`config.mk`:
```
export PLATFORM = sky130hd
export DESIGN_NAME = urlencoded_form_decoder_flat
export DESIGN_NICKNAME = d
export VERILOG_FILES = /design/src/rtl/ufd_pkg.sv /design/src/rtl/ufd_stream_if.sv /design/src/rtl/ufd_front.sv /design/src/rtl/ufd_queue.sv /design/src/rtl/ufd_back.sv /design/src/rtl/urlencoded_form_decoder.sv /design/src/flat_wrapper.sv
export SDC_FILE = /design/constraint.sdc
export NUM_CORES = 1
export LEC_CHECK = 0
export ABC_AREA = 1
export BUFFER_PORTS_ARGS = -buffer_cell sky130_fd_sc_hd__clkbuf_2
export CAP_MARGIN = 30
export CORE_ASPECT_RATIO = 0.9
export CORE_MARGIN = 1.5
export CORE_UTILIZATION = 58
export DETAILED_ROUTE_END_ITERATION = 6
export PLACE_DENSITY = 0.76
export SYNTH_ARGS = -nofsm -noshare
export SYNTH_HDL_FRONTEND = slang
export SYNTH_HIERARCHICAL = 1
export SYNTH_SLANG_ARGS = --single-unit
```
`constraint.sdc`:
```
create_clock -name clock -period 4.4 [get_ports clock]
set_input_delay 0.22 -clock clock [delete_from_list [all_inputs] [get_ports clock]]
set_output_delay 0.22 -clock clock [all_outputs]
set_load 0.005 [all_outputs]
```
`src/rtl/ufd_pkg.sv`:
```
// shared types, constants and helper functions of the form decoder
package ufd_pkg;

   localparam int COUNT_WIDTH_DEFAULT = 16;
   localparam int PAIR_COUNT_WIDTH    = 16;
   localparam int BYTE_WIDTH          = 8;

   localparam logic [BYTE_WIDTH-1:0] CHAR_EQUAL   = 8'h3D;
   localparam logic [BYTE_WIDTH-1:0] CHAR_AMP     = 8'h26;
   localparam logic [BYTE_WIDTH-1:0] CHAR_PLUS    = 8'h2B;
   localparam logic [BYTE_WIDTH-1:0] CHAR_PERCENT = 8'h25;
   localparam logic [BYTE_WIDTH-1:0] CHAR_SPACE   = 8'h20;
   localparam logic [BYTE_WIDTH-1:0] CHAR_ZERO    = 8'h30;
   localparam logic [BYTE_WIDTH-1:0] CHAR_NINE    = 8'h39;
   localparam logic [BYTE_WIDTH-1:0] CHAR_UPPER_A = 8'h41;
   localparam logic [BYTE_WIDTH-1:0] CHAR_UPPER_Z = 8'h5A;
   localparam logic [BYTE_WIDTH-1:0] CHAR_LOWER_A = 8'h61;
   localparam logic [BYTE_WIDTH-1:0] CASE_OFFSET  = 8'd32;
   localparam logic [BYTE_WIDTH-1:0] HEX_OFFSET   = 8'd10;
   localparam logic [BYTE_WIDTH-1:0] HIGH_BYTE    = 8'h80;

   typedef enum logic [1:0] {
      KIND_DATA      = 2'd0,
      KIND_KEY_END   = 2'd1,
      KIND_VALUE_END = 2'd2,
      KIND_DONE      = 2'd3
   } kind_type;

   typedef enum logic [1:0] {
      PHASE_NORMAL,
      PHASE_PERCENT,
      PHASE_DIGIT
   } phase_type;

   typedef struct packed {
      logic [BYTE_WIDTH-1:0] in_byte;
      logic                  is_end;
   } req_type;

   typedef struct packed {
      logic [BYTE_WIDTH-1:0]       out_byte;
      kind_type                    kind;
      logic                        last;
      logic [PAIR_COUNT_WIDTH-1:0] pair_count;
      logic                        count_error;
   } rsp_type;

   // up to two results caused by one input item, in order
   typedef struct packed {
      logic    first_valid;
      rsp_type first;
      logic    second_valid;
      rsp_type second;
   } job_type;

   typedef struct packed {
      logic empty;
      logic full;
   } queue_status_type;

   function automatic logic [BYTE_WIDTH-1:0] digit_value(input logic [BYTE_WIDTH-1:0] c);
      logic [BYTE_WIDTH-1:0] low;
      low = c;
      if (c <= CHAR_NINE || c >= HIGH_BYTE) begin
         return c - CHAR_ZERO;
      end
      if (c >= CHAR_UPPER_A && c <= CHAR_UPPER_Z) begin
         low = c + CASE_OFFSET;
      end
      return low - CHAR_LOWER_A + HEX_OFFSET;
   endfunction

   function automatic rsp_type make_rsp(input kind_type kind,
                                        input logic [BYTE_WIDTH-1:0] data);
      rsp_type r;
      r.out_byte    = data;
      r.kind        = kind;
      r.last        = 1'b0;
      r.pair_count  = '0;
      r.count_error = 1'b0;
      return r;
   endfunction

endpackage

```
`src/rtl/ufd_stream_if.sv`:
```
// valid/ready stream channel with a typed payload
interface ufd_stream_if #(parameter type payload_type = logic);
   logic        valid;
   logic        ready;
   payload_type payload;

   modport source (output valid, output payload, input ready);
   modport sink   (input valid, input payload, output ready);
endinterface

```
`src/rtl/ufd_front.sv`:
```
// front end: tracks escapes and counters, turns bytes and string ends into result jobs
module ufd_front #(
   parameter int COUNT_WIDTH = ufd_pkg::COUNT_WIDTH_DEFAULT
) (
   input  logic                      clock,
   input  logic                      reset,
   input  logic                      req_valid,
   output logic                      req_ready,
   input  ufd_pkg::req_type          req_payload,
   input  ufd_pkg::queue_status_type queue_status,
   output logic                      push,
   output ufd_pkg::job_type          push_job
);
   import ufd_pkg::*;

   typedef struct packed {
      logic                  emit;
      kind_type              kind;
      logic [BYTE_WIDTH-1:0] data;
      logic                  key_inc;
      logic                  value_inc;
      logic                  opens;
   } plain_type;

   function automatic plain_type classify(input logic [BYTE_WIDTH-1:0] c);
      plain_type p;
      p.emit      = 1'b1;
      p.kind      = KIND_DATA;
      p.data      = c;
      p.key_inc   = 1'b0;
      p.value_inc = 1'b0;
      p.opens     = 1'b0;
      priority if (c == CHAR_EQUAL) begin
         p.kind    = KIND_KEY_END;
         p.data    = '0;
         p.key_inc = 1'b1;
      end else if (c == CHAR_AMP) begin
         p.kind      = KIND_VALUE_END;
         p.data      = '0;
         p.value_inc = 1'b1;
      end else if (c == CHAR_PLUS) begin
         p.data = CHAR_SPACE;
      end else if (c == CHAR_PERCENT) begin
         p.emit  = 1'b0;
         p.opens = 1'b1;
      end else begin
         p.data = c;
      end
      return p;
   endfunction

   function automatic logic [COUNT_WIDTH-1:0] sat_inc(input logic [COUNT_WIDTH-1:0] c);
      return (&c) ? c : c + COUNT_WIDTH'(1);
   endfunction

   phase_type              phase_ff, phase_in;
   logic [BYTE_WIDTH-1:0]  held_ff, held_in;
   logic [COUNT_WIDTH-1:0] key_ff, key_in;
   logic [COUNT_WIDTH-1:0] value_ff, value_in;
   logic                   seen_ff, seen_in;

   logic                        accept;
   plain_type                   cur_plain;
   plain_type                   held_plain;
   logic [COUNT_WIDTH-1:0]      key_mid;
   logic [COUNT_WIDTH-1:0]      value_mid;
   logic [COUNT_WIDTH-1:0]      value_fin;
   logic [PAIR_COUNT_WIDTH-1:0] pair_sat;
   job_type                     job;

   assign req_ready  = !queue_status.full;
   assign accept     = req_valid && req_ready;
   assign cur_plain  = classify(req_payload.in_byte);
   assign held_plain = classify(held_ff);

   // held digit replayed as an ordinary byte when the end cuts an escape
   always_comb begin
      key_mid   = key_ff;
      value_mid = value_ff;
      if (phase_ff == PHASE_DIGIT) begin
         if (held_plain.key_inc) begin
            key_mid = sat_inc(key_ff);
         end
         if (held_plain.value_inc) begin
            value_mid = sat_inc(value_ff);
         end
      end
      value_fin = sat_inc(value_mid);
   end

   generate
      if (COUNT_WIDTH > PAIR_COUNT_WIDTH) begin : g_pair_sat
         assign pair_sat = (|key_mid[COUNT_WIDTH-1:PAIR_COUNT_WIDTH]) ?
                           '1 : key_mid[PAIR_COUNT_WIDTH-1:0];
      end else begin : g_pair_ext
         assign pair_sat = PAIR_COUNT_WIDTH'(key_mid);
      end
   endgenerate

   // next state
   always_comb begin
      phase_in = phase_ff;
      if (accept) begin
         if (req_payload.is_end) begin
            phase_in = PHASE_NORMAL;
         end else begin
            unique case (phase_ff)
               PHASE_PERCENT: phase_in = PHASE_DIGIT;
               PHASE_DIGIT:   phase_in = PHASE_NORMAL;
               PHASE_NORMAL:  phase_in = cur_plain.opens ? PHASE_PERCENT : PHASE_NORMAL;
               default:       phase_in = PHASE_NORMAL;
            endcase
         end
      end
   end

   // job, counters and held byte
   always_comb begin
      held_in  = held_ff;
      key_in   = key_ff;
      value_in = value_ff;
      seen_in  = seen_ff;
      job.first_valid  = 1'b0;
      job.first        = make_rsp(KIND_DATA, '0);
      job.second_valid = 1'b0;
      job.second       = make_rsp(KIND_DATA, '0);
      if (req_payload.is_end) begin
         if (!seen_ff) begin
            job.second_valid = 1'b1;
            job.second       = make_rsp(KIND_DONE, '0);
            job.second.last  = 1'b1;
         end else begin
            if (phase_ff == PHASE_DIGIT) begin
               job.first_valid = held_plain.emit;
               job.first       = make_rsp(held_plain.kind, held_plain.data);
            end
            job.second_valid       = 1'b1;
            job.second             = make_rsp(KIND_VALUE_END, '0);
            job.second.last        = 1'b1;
            job.second.pair_count  = pair_sat;
            job.second.count_error = (key_mid != value_fin);
         end
         held_in  = '0;
         key_in   = '0;
         value_in = '0;
         seen_in  = 1'b0;
      end else begin
         seen_in = 1'b1;
         unique case (phase_ff)
            PHASE_PERCENT: begin
               held_in = req_payload.in_byte;
            end
            PHASE_DIGIT: begin
               held_in         = '0;
               job.first_valid = 1'b1;
               job.first       = make_rsp(KIND_DATA,
                  (digit_value(held_ff) << 4) + digit_value(req_payload.in_byte));
            end
            PHASE_NORMAL: begin
               job.first_valid = cur_plain.emit;
               job.first       = make_rsp(cur_plain.kind, cur_plain.data);
               if (cur_plain.key_inc) begin
                  key_in = sat_inc(key_ff);
               end
               if (cur_plain.value_inc) begin
                  value_in = sat_inc(value_ff);
               end
            end
            default: begin
               held_in = held_ff;
            end
         endcase
      end
   end

   assign push     = accept && (job.first_valid || job.second_valid);
   assign push_job = job;

   always_ff @(posedge clock) begin
      if (reset) begin
         phase_ff <= PHASE_NORMAL;
         held_ff  <= '0;
         key_ff   <= '0;
         value_ff <= '0;
         seen_ff  <= 1'b0;
      end else begin
         phase_ff <= phase_in;
         if (accept) begin
            held_ff  <= held_in;
            key_ff   <= key_in;
            value_ff <= value_in;
            seen_ff  <= seen_in;
         end
      end
   end

endmodule

```
`src/rtl/ufd_queue.sv`:
```
// two-entry job queue between front and back
module ufd_queue (
   input  logic                      clock,
   input  logic                      reset,
   input  logic                      push,
   input  ufd_pkg::job_type          push_job,
   input  logic                      pop,
   output ufd_pkg::job_type          head_job,
   output ufd_pkg::queue_status_type status
);
   import ufd_pkg::*;

   job_type    entry_ff [2];
   logic       wr_ptr_ff, wr_ptr_in;
   logic       rd_ptr_ff, rd_ptr_in;
   logic [1:0] count_ff, count_in;

   assign status.empty = (count_ff == 2'd0);
   assign status.full  = (count_ff == 2'd2);
   assign head_job     = entry_ff[rd_ptr_ff];

   always_comb begin
      wr_ptr_in = push ? ~wr_ptr_ff : wr_ptr_ff;
      rd_ptr_in = pop  ? ~rd_ptr_ff : rd_ptr_ff;
      count_in  = count_ff + {1'b0, push} - {1'b0, pop};
   end

   always_ff @(posedge clock) begin
      if (reset) begin
         wr_ptr_ff <= 1'b0;
         rd_ptr_ff <= 1'b0;
         count_ff  <= 2'd0;
      end else begin
         wr_ptr_ff <= wr_ptr_in;
         rd_ptr_ff <= rd_ptr_in;
         count_ff  <= count_in;
      end
   end

   always_ff @(posedge clock) begin
      if (push) begin
         entry_ff[wr_ptr_ff] <= push_job;
      end
   end

endmodule

```
`src/rtl/ufd_back.sv`:
```
// back end: unpacks queued jobs into single results behind an output register
module ufd_back (
   input  logic                      clock,
   input  logic                      reset,
   input  ufd_pkg::job_type          head_job,
   input  ufd_pkg::queue_status_type queue_status,
   output logic                      pop,
   output logic                      rsp_valid,
   input  logic                      rsp_ready,
   output ufd_pkg::rsp_type          rsp_payload
);
   import ufd_pkg::*;

   rsp_type out_ff, out_in;
   logic    out_valid_ff, out_valid_in;
   logic    second_ff, second_in;
   logic    out_free;

   assign out_free = !out_valid_ff || rsp_ready;

   always_comb begin
      out_in       = out_ff;
      out_valid_in = out_valid_ff && !rsp_ready;
      second_in    = second_ff;
      pop          = 1'b0;
      if (out_free && !queue_status.empty) begin
         out_valid_in = 1'b1;
         if (head_job.first_valid && !second_ff) begin
            out_in = head_job.first;
            if (head_job.second_valid) begin
               second_in = 1'b1;
            end else begin
               pop = 1'b1;
            end
         end else begin
            // first already sent or absent
            out_in    = head_job.second;
            second_in = 1'b0;
            pop       = 1'b1;
         end
      end
   end

   always_ff @(posedge clock) begin
      if (reset) begin
         out_valid_ff <= 1'b0;
         second_ff    <= 1'b0;
      end else begin
         out_valid_ff <= out_valid_in;
         second_ff    <= second_in;
      end
   end

   always_ff @(posedge clock) begin
      out_ff <= out_in;
   end

   assign rsp_valid   = out_valid_ff;
   assign rsp_payload = out_ff;

endmodule

```
`src/rtl/urlencoded_form_decoder.sv`:
```
// top level of the form-urlencoded decoder
//
//   channel      dir   transaction
//   req_stream   in    one raw byte, or the end of the string (is_end)
//   rsp_stream   out   data byte, key end, value end or empty done, last marks
//                      the final result with pair count and count error
//
// one byte per cycle: the front takes a transaction every cycle while the
// two-entry job queue has room; rsp comes from the back's output register.
// an end that cuts an escape after its first digit can give two results, which
// the back sends in turn, so the output register sets the peak rate.
// synchronous reset clears the escape state, counters, queue and output valid.
// stalls on rsp back up through the queue to req ready.
module urlencoded_form_decoder #(
   parameter int COUNT_WIDTH = ufd_pkg::COUNT_WIDTH_DEFAULT
) (
   input logic          clock,
   input logic          reset,
   ufd_stream_if.sink   req_stream,
   ufd_stream_if.source rsp_stream
);
   import ufd_pkg::*;

   logic             push;
   job_type          push_job;
   logic             pop;
   job_type          head_job;
   queue_status_type queue_status;

   ufd_front #(
      .COUNT_WIDTH(COUNT_WIDTH)
   ) u_front (
      .clock        (clock),
      .reset        (reset),
      .req_valid    (req_stream.valid),
      .req_ready    (req_stream.ready),
      .req_payload  (req_stream.payload),
      .queue_status (queue_status),
      .push         (push),
      .push_job     (push_job)
   );

   ufd_queue u_queue (
      .clock    (clock),
      .reset    (reset),
      .push     (push),
      .push_job (push_job),
      .pop      (pop),
      .head_job (head_job),
      .status   (queue_status)
   );

   ufd_back u_back (
      .clock        (clock),
      .reset        (reset),
      .head_job     (head_job),
      .queue_status (queue_status),
      .pop          (pop),
      .rsp_valid    (rsp_stream.valid),
      .rsp_ready    (rsp_stream.ready),
      .rsp_payload  (rsp_stream.payload)
   );

endmodule

```
`src/flat_wrapper.sv`:
```
// flat-port wrapper written by rule: the top's interface ports become plain ports
module urlencoded_form_decoder_flat import ufd_pkg::*;
#(
   parameter int COUNT_WIDTH = ufd_pkg::COUNT_WIDTH_DEFAULT
)
  (clock, reset, req_stream_valid, req_stream_payload, req_stream_ready, rsp_stream_valid, rsp_stream_payload, rsp_stream_ready);
  ufd_stream_if #(.payload_type(req_type)) req_stream_i ();
  ufd_stream_if #(.payload_type(rsp_type)) rsp_stream_i ();
  input logic clock;
  input logic reset;
  input wire logic [$bits(req_stream_i.valid)-1:0] req_stream_valid;
  input wire logic [$bits(req_stream_i.payload)-1:0] req_stream_payload;
  output wire logic [$bits(req_stream_i.ready)-1:0] req_stream_ready;
  output wire logic [$bits(rsp_stream_i.valid)-1:0] rsp_stream_valid;
  output wire logic [$bits(rsp_stream_i.payload)-1:0] rsp_stream_payload;
  input wire logic [$bits(rsp_stream_i.ready)-1:0] rsp_stream_ready;
  assign req_stream_i.valid = req_stream_valid;
  assign req_stream_i.payload = req_stream_payload;
  assign req_stream_ready = req_stream_i.ready;
  assign rsp_stream_valid = rsp_stream_i.valid;
  assign rsp_stream_payload = rsp_stream_i.payload;
  assign rsp_stream_i.ready = rsp_stream_ready;
  urlencoded_form_decoder #(.COUNT_WIDTH(COUNT_WIDTH)) u_core (.clock(clock), .reset(reset), .req_stream(req_stream_i), .rsp_stream(rsp_stream_i));
endmodule
```
==> results of run 1 <==
==> power breakdown <==
| part | total [mW] | leakage (nW) | internal [mW] | switching [mW] |
|---|---|---|---|---|
| Sequential | 2.46 | 1.79 | 2.37 | 0.0891 |
| Clock | 1.62 | 0.300 | 0.830 | 0.787 |
| Combinational | 1.39 | 2.95 | 0.578 | 0.809 |
| Total | 5.46 | 5.04 | 3.78 | 1.69 |
==> per-stage QoR <==
stage               hold WS, ns  instances  utilization (%)
finish                   0.0682       1578             63.5
global placement          0.471       1542             59.8
floorplan                 0.289       1317                -
CTS                      0.0577       1578             63.5
detailed placement        0.472       1546             60.2
global route              0.110       1578             63.5
==> cells in the final DEF, fill, tap and decap left out, drive strengths merged, types with 9 or more instances in the layout <==
cell type and count:
nand3 112, nand4 9, edfxtp 144, nor3 18, xor2 28, nor2 111, a21oi 60, ha 25
dfxtp 50, buf 12, clkbuf 59, o21ai 36, conb 26, mux2 58, nand2 411, inv 118
==> worst paths after layout <==
path,startpoint,endpoint,slack [ns],cells past startpoint
setup reg to reg,u_core/u_front/value_ff[0],u_core/u_queue/entry_ff[1][0],0.89,19
hold reg to reg,u_core/u_front/key_ff[15],u_core/u_front/key_ff[15],0.49,2
hold / removal,rsp_stream_ready,u_core/u_back/rsp_valid,0.07,4
setup / recovery,u_core/u_front/value_ff[0],u_core/u_queue/entry_ff[1][0],0.89,19
==> worst reg2reg max path, stage by stage, from the launching register on <==
cell	delay, ns
dfxtp_1	0.44
ha_1	0.28
nand3_4	0.13
nor2_4	0.14
nand2_2	0.30
nand2_1	0.18
nand3_1	0.08
nand2_1	0.14
ha_1	0.26
nand3_2	0.16
nor2_8	0.19
nand3_4	0.24
nand2_1	0.13
nand2_1	0.07
nand2_1	0.07
nand3_1	0.08
nor2_1	0.09
nand2_1	0.07
nor2_1	0.12
nor2_1	0.06
==> per-layer routing <==
layer  vias up  global-route usage, %  wire [µm]
met3        21                   4.43       1610
li1       4273                      -          -
met4         0                   5.50        231
met2       280                   40.2      11200
met5         -                      0          0
met1      3880                   34.8      11000
==> logic make-up (layout without fill, tap and decap cells) <==
family                     count (synthesis)  in the layout  share of synthesized area (%)
adders and majority gates                 26             26                           2.97
xor gates and xnor gates                  32             32                           2.50
DFF                                      194            194                           47.5
muxes                                     58             58                           6.50
other                                      1             26                         0.0335
AOI/OAI and AO/OA                        123            123                           6.09
and+or+nand+nor                          670            670                           26.0
buffers and inverters                    188            199                           8.39
==> final cells by class <==
type / instances / share of cell area (%)
clock inverter: 15 / 1.67
sequential: 194 / 44.1
timing repair buffer: 54 / 2.95
multi-input combinational: 935 / 41.7
clock buffer: 17 / 3.52
tap: 250 / 2.59
inverter: 113 / 3.51
==> flip-flops by register name (all words and copies together), names as in the netlist, named ones only <==
signal                     flops
u_core/u_queue/rd_ptr_ff       1
u_core/u_back/second_ff        1
u_core/u_back/rsp_valid        1
u_core/u_front/held_ff         8
u_core/u_queue/wr_ptr_ff       1
u_core/u_front/phase_ff        2
u_core/u_front/seen_ff         1
u_core/u_back/rsp_payload     28
u_core/u_front/key_ff         16
u_core/u_queue/count_ff        2
u_core/u_front/value_ff       16
u_core/u_queue/entry_ff      116
==> flow_summary.json, run 1 <==
{
  "routed_wl_mm": 24.0,
  "crit_family": "simple AND/OR/NAND/NOR gates",
  "first_global_vias": 7839,
  "drcViolationCount": 0,
  "drtIter0Drc": 812,
  "fmax_mhz": 285,
  "pre_cts_ws_ns": 0.969,
  "gp_congestion": 0.955,
  "yosysMostFrequentCell": "nand2_1",
  "cts_sinks": 194,
  "fillers": 1564,
  "vias": 8454,
  "synth.largest_area_cell": "edfxtp_1",
  "postCtsSetupBuffers": 0,
  "dr.pass1.iters": 6,
  "grt_usage_pct": 24.8,
  "start_util_pct": 58.9,
  "htreeDepth": 4,
  "core_um2": 19000,
  "ys.flop_type": "edfxtp_1",
  "setup_viol": 0,
  "yosys.cell_types.count": 44,
  "final_nets": 1354,
  "numCtsBuffers": 17,
  "register_area_um2": 5330,
  "crit_buf_inv": 0,
  "die_area_um2": 20200,
  "cts_resized": 0,
  "p_total_mw": 5.46,
  "grt_max_degree": 59,
  "synthToLayoutAreaGrowth_pct": 7.88,
  "crit_slowest_cell": "dfxtp_1",
  "cts.clk_slew.worst_paths_ns": 0.08,
  "slew_viol_final": 0,
  "crit_chain": "ha_1 > nand3_4 > nor2_4 > nand2_2 > nand2_1 > nand3_1 > nand2_1 > ha_1 > nand3_2 > nor2_8 > nand3_4 > nand2_1 > nand2_1 > nand2_1 > nand3_1 > nor2_1 > nand2_1 > nor2_1 > nor2_1",
  "grt_pass1_wl_mm": 39.3,
  "max_stage_delay_ns": 0.44,
  "synth_area_leaders": "edfxtp_1 (39%), nand2_1 (13%), dfxtp_1 (8.9%)",
  "crit_path_end_kind": "flip-flop",
  "fin_ws_ns": 0.888,
  "relSlewSlack_pct": 42.1,
  "synthTopCellsByCount": "nand2_1 (399), edfxtp_1 (144), inv_1 (102), nand3_1 (102), nor2_1 (95)",
  "dpl_cell_area_um2": 11500,
  "clockRootBuffer": "clkbuf_16",
  "synth_area_um2": 11200,
  "portBuffers": 42,
  "die_height_um": 135,
  "cts_tree": "done",
  "rsz0062_at_grt": "no",
  "peakVddDrop_uv": 276,
  "drv_cap": 0,
  "setup_tns_ns": 0,
  "clockBufferDepth": 2,
  "antenna_found_initial": 0,
  "dieWidth_um": 150,
  "startpoint_type": "flip-flop",
  "clk_latency_ns": 0.44,
  "hold_class": "primary input to flip-flop",
  "fin_area_um2": 12100,
  "crit_top_cell": "nand2_1",
  "n_antenna_cell": 0,
  "worst_pin_slew_ns": 0.868,
  "finalCriticalPeriod_ns": 3.51,
  "powerDensity_nw_per_um2": 452,
  "synth_warnings": 6,
  "drive_gt1_share_pct": 15.1,
  "synth_top_cell_area_share_pct": 38.6,
  "power_leakage_nw": 5.04,
  "wire_per_inst_um": 15.2,
  "ys_seq_elements": 194,
  "multiInputGateArea_um2": 5040,
  "ios": 43,
  "drtAntennaViolNets": 0,
  "critPathMaxFanout": 23,
  "fin_crit_sh_pct": 79.8,
  "yosysSeqAreaShare_pct": 47.5,
  "timing_worst_setup_path_type": "flip-flop to flip-flop",
  "synth_edf_count": 144,
  "clock-skew-final_ns": 0.0161,
  "status": "complete, no violations",
  "synth_cells": 1292,
  "holdBufCountCts": 0,
  "avgSynthCellArea_um2": 8.67,
  "arrival_ns": 3.67,
  "overflow": 0,
  "vias_per_cell": 5.36,
  "required_ns": 4.56,
  "hold_viol": 0,
  "dp_hpwl_mm": 16.7,
  "synthArstFlopShare_pct": 0,
  "num_rows": 48
}
(Power assumes the default switching activity.)
==> run 2, diff against run 1 <==
- CORE_UTILIZATION: 58 -> 64
- PLACE_DENSITY: 0.76 -> 0.8
- clock period: 4.4 -> 3.3 ns (I/O delays scaled with it)
==> run 2 against run 1 <==
Net effect:
- sequential power up 33%
- total power up 30%
- sequential share of layout area down 0.47 points
- critical endpoint unchanged
- largest cell class unchanged
==> flow_summary.json, run 2 (synthesized netlist as in run 1, its figures left out) <==
{
  "status": "complete, no violations",
  "largest_reg_flops": 116,
  "overflow": 0,
  "p_int_mw": 4.95,
  "htreeDepth": 4,
  "worst_pin_slew_ns": 0.835,
  "clock-skew-final_ns": 0.0123,
  "core_um2": 17000,
  "p_total_mw": 7.12,
  "pre_cts_ws_ns": 0.0764,
  "cts_sinks": 194,
  "portBuffers": 42,
  "drtAntennaViolNets": 0,
  "peakVddDrop_uv": 372,
  "arrival_ns": 3.21,
  "grt_pass1_wl_mm": 38.7,
  "hold_viol": 0,
  "antenna_found_initial": 0,
  "cts.clk_slew.worst_paths_ns": 0.07,
  "fmax_mhz": 330,
  "num_rows": 45,
  "fin_ws_ns": 0.271,
  "drive_gt1_share_pct": 17.5,
  "relSlewSlack_pct": 44.4,
  "required_ns": 3.48,
  "finalCriticalPeriod_ns": 3.03,
  "power_switching_mw": 2.17,
  "clockPowerShare_pct": 27.9,
  "setup_tns_ns": 0,
  "timing_worst_setup_path_type": "flip-flop to flip-flop",
  "n_antenna_cell": 0,
  "dr.pass1.iters": 6,
  "min_to": "u_core/u_back/rsp_valid",
  "setup_viol": 0,
  "fin_area_um2": 12200,
  "register_area_um2": 5340,
  "clk_latency_ns": 0.43,
  "vias_per_cell": 5.46,
  "hold_class": "primary input to flip-flop",
  "slew_viol_final": 0,
  "wire_per_inst_um": 15.1,
  "power_frac_comb_pct": 26.1,
  "powerDensity_nw_per_um2": 581,
  "regMostFlops": "u_core/u_queue/entry_ff",
  "final_nets": 1377,
  "gp_congestion": 0.989,
  "dpl_cell_area_um2": 11600,
  "drtIter0Drc": 746,
  "dieWidth_um": 142,
  "power_frac_seq_pct": 46.1,
  "hp-start": "reset",
  "synthToLayoutAreaGrowth_pct": 9.25,
  "clockRootBuffer": "clkbuf_16",
  "drcViolationCount": 0,
  "holdPathStages": 2,
  "sw_frac_of_total_pct": 30.5,
  "final_cell_mix": "nand2_1 (398), edfxtp_1 (144), nand3_1 (100)",
  "critPathMaxFanout": 11,
  "final_common_cell": "nand2_1",
  "routed_wl_mm": 23.9,
  "r2r-start": "u_core/u_front/phase_ff[0]",
  "power_leakage_nw": 5.12,
  "startpoint_type": "flip-flop",
  "cts_tree": "done",
  "fillers": 1287,
  "die_area_um2": 18300,
  "grt_max_degree": 59,
  "r2r_slack_ns": 0.27,
  "grt_usage_pct": 26.9,
  "r2r-end": "u_core/u_queue/entry_ff[1][0]",
  "numCtsBuffers": 17,
  "clockBufferDepth": 2,
  "final_util_pct": 72.0,
  "place_inst": 1550,
  "fin_cells": 1586,
  "dp_hpwl_mm": 16.4,
  "vias": 8652,
  "first_global_vias": 7843,
  "drv_cap": 0,
  "ios": 43,
  "r2r_cells": 15,
  "fin_crit_sh_pct": 91.8,
  "start_util_pct": 65.9,
  "crit_path_end_kind": "flip-flop",
  "die_height_um": 129,
  "holdWs_ns": 0.0597,
  "multiInputGateArea_um2": 5090
}
[run 2: layout make-up]
class | instances | share of cell area, %
clock inverter | 14 | 1.13
inverter | 113 | 3.47
tap | 235 | 2.40
multi-input combinational | 936 | 41.6
timing repair buffer | 76 | 4.32
clock buffer | 18 | 3.51
sequential | 194 | 43.6
[run 2: layer usage]
layer / GRT usage [%] / wire (µm) / up-vias
li1: - / - / 4331
met2: 43.5 / 11100 / 341
met3: 4.21 / 1640 / 20
met5: 0 / 0 / -
met1: 38.3 / 10900 / 3960
met4: 6.85 / 313 / 0
[run 2: power by group through the flow]
stage          combinational [mW]  clock, mW  sequential (mW)
3_3_place_gp                 1.76          0             3.32
2_1_floorplan                1.35          0             3.35
3_5_place_dp                 1.86          0             3.34
5_1_grt                      2.07       2.10             3.32
6_report                     1.85       1.98             3.28
4_1_cts                      1.87       2.01             3.28
[run 2: worst max path at each step]
| stage | start | endpoint |
|---|---|---|
| floorplan | req_stream_payload[5] | u_core/u_queue/entry_ff[0][0] |
| global placement | req_stream_payload[2] | u_core/u_queue/entry_ff[1][56] |
| detailed placement | u_core/u_front/value_ff[0] | u_core/u_queue/entry_ff[0][0] |
| CTS | u_core/u_front/value_ff[0] | u_core/u_queue/entry_ff[1][0] |
| global route | u_core/u_front/held_ff[6] | u_core/u_queue/entry_ff[1][0] |
| finish | u_core/u_front/phase_ff[0] | u_core/u_queue/entry_ff[1][0] |
[run 2: timing repair]
| action | in CTS | in global routing |
|---|---|---|
| hold buffers | 1 | 0 |
| setup endpoints to repair | 0 | 2 |
| hold endpoints to repair | 1 | 0 |
| buffers inserted | 0 | 2 |
| resized for setup | 0 | 20 |
[run 2: worst max-delay path, cell delays in order (launching register included)]
cell,delay [ns]
dfxtp_1,0.40
inv_2,0.07
nand2_2,0.16
inv_1,0.09
buf_4,0.18
nand2_1,0.10
clkinv_1,0.29
o21ai_0,0.62
xor2_1,0.23
nand3_1,0.11
a21oi_2,0.16
nand2_1,0.08
nor2_1,0.09
nand2_1,0.06
nor2_1,0.08
nor2_1,0.05
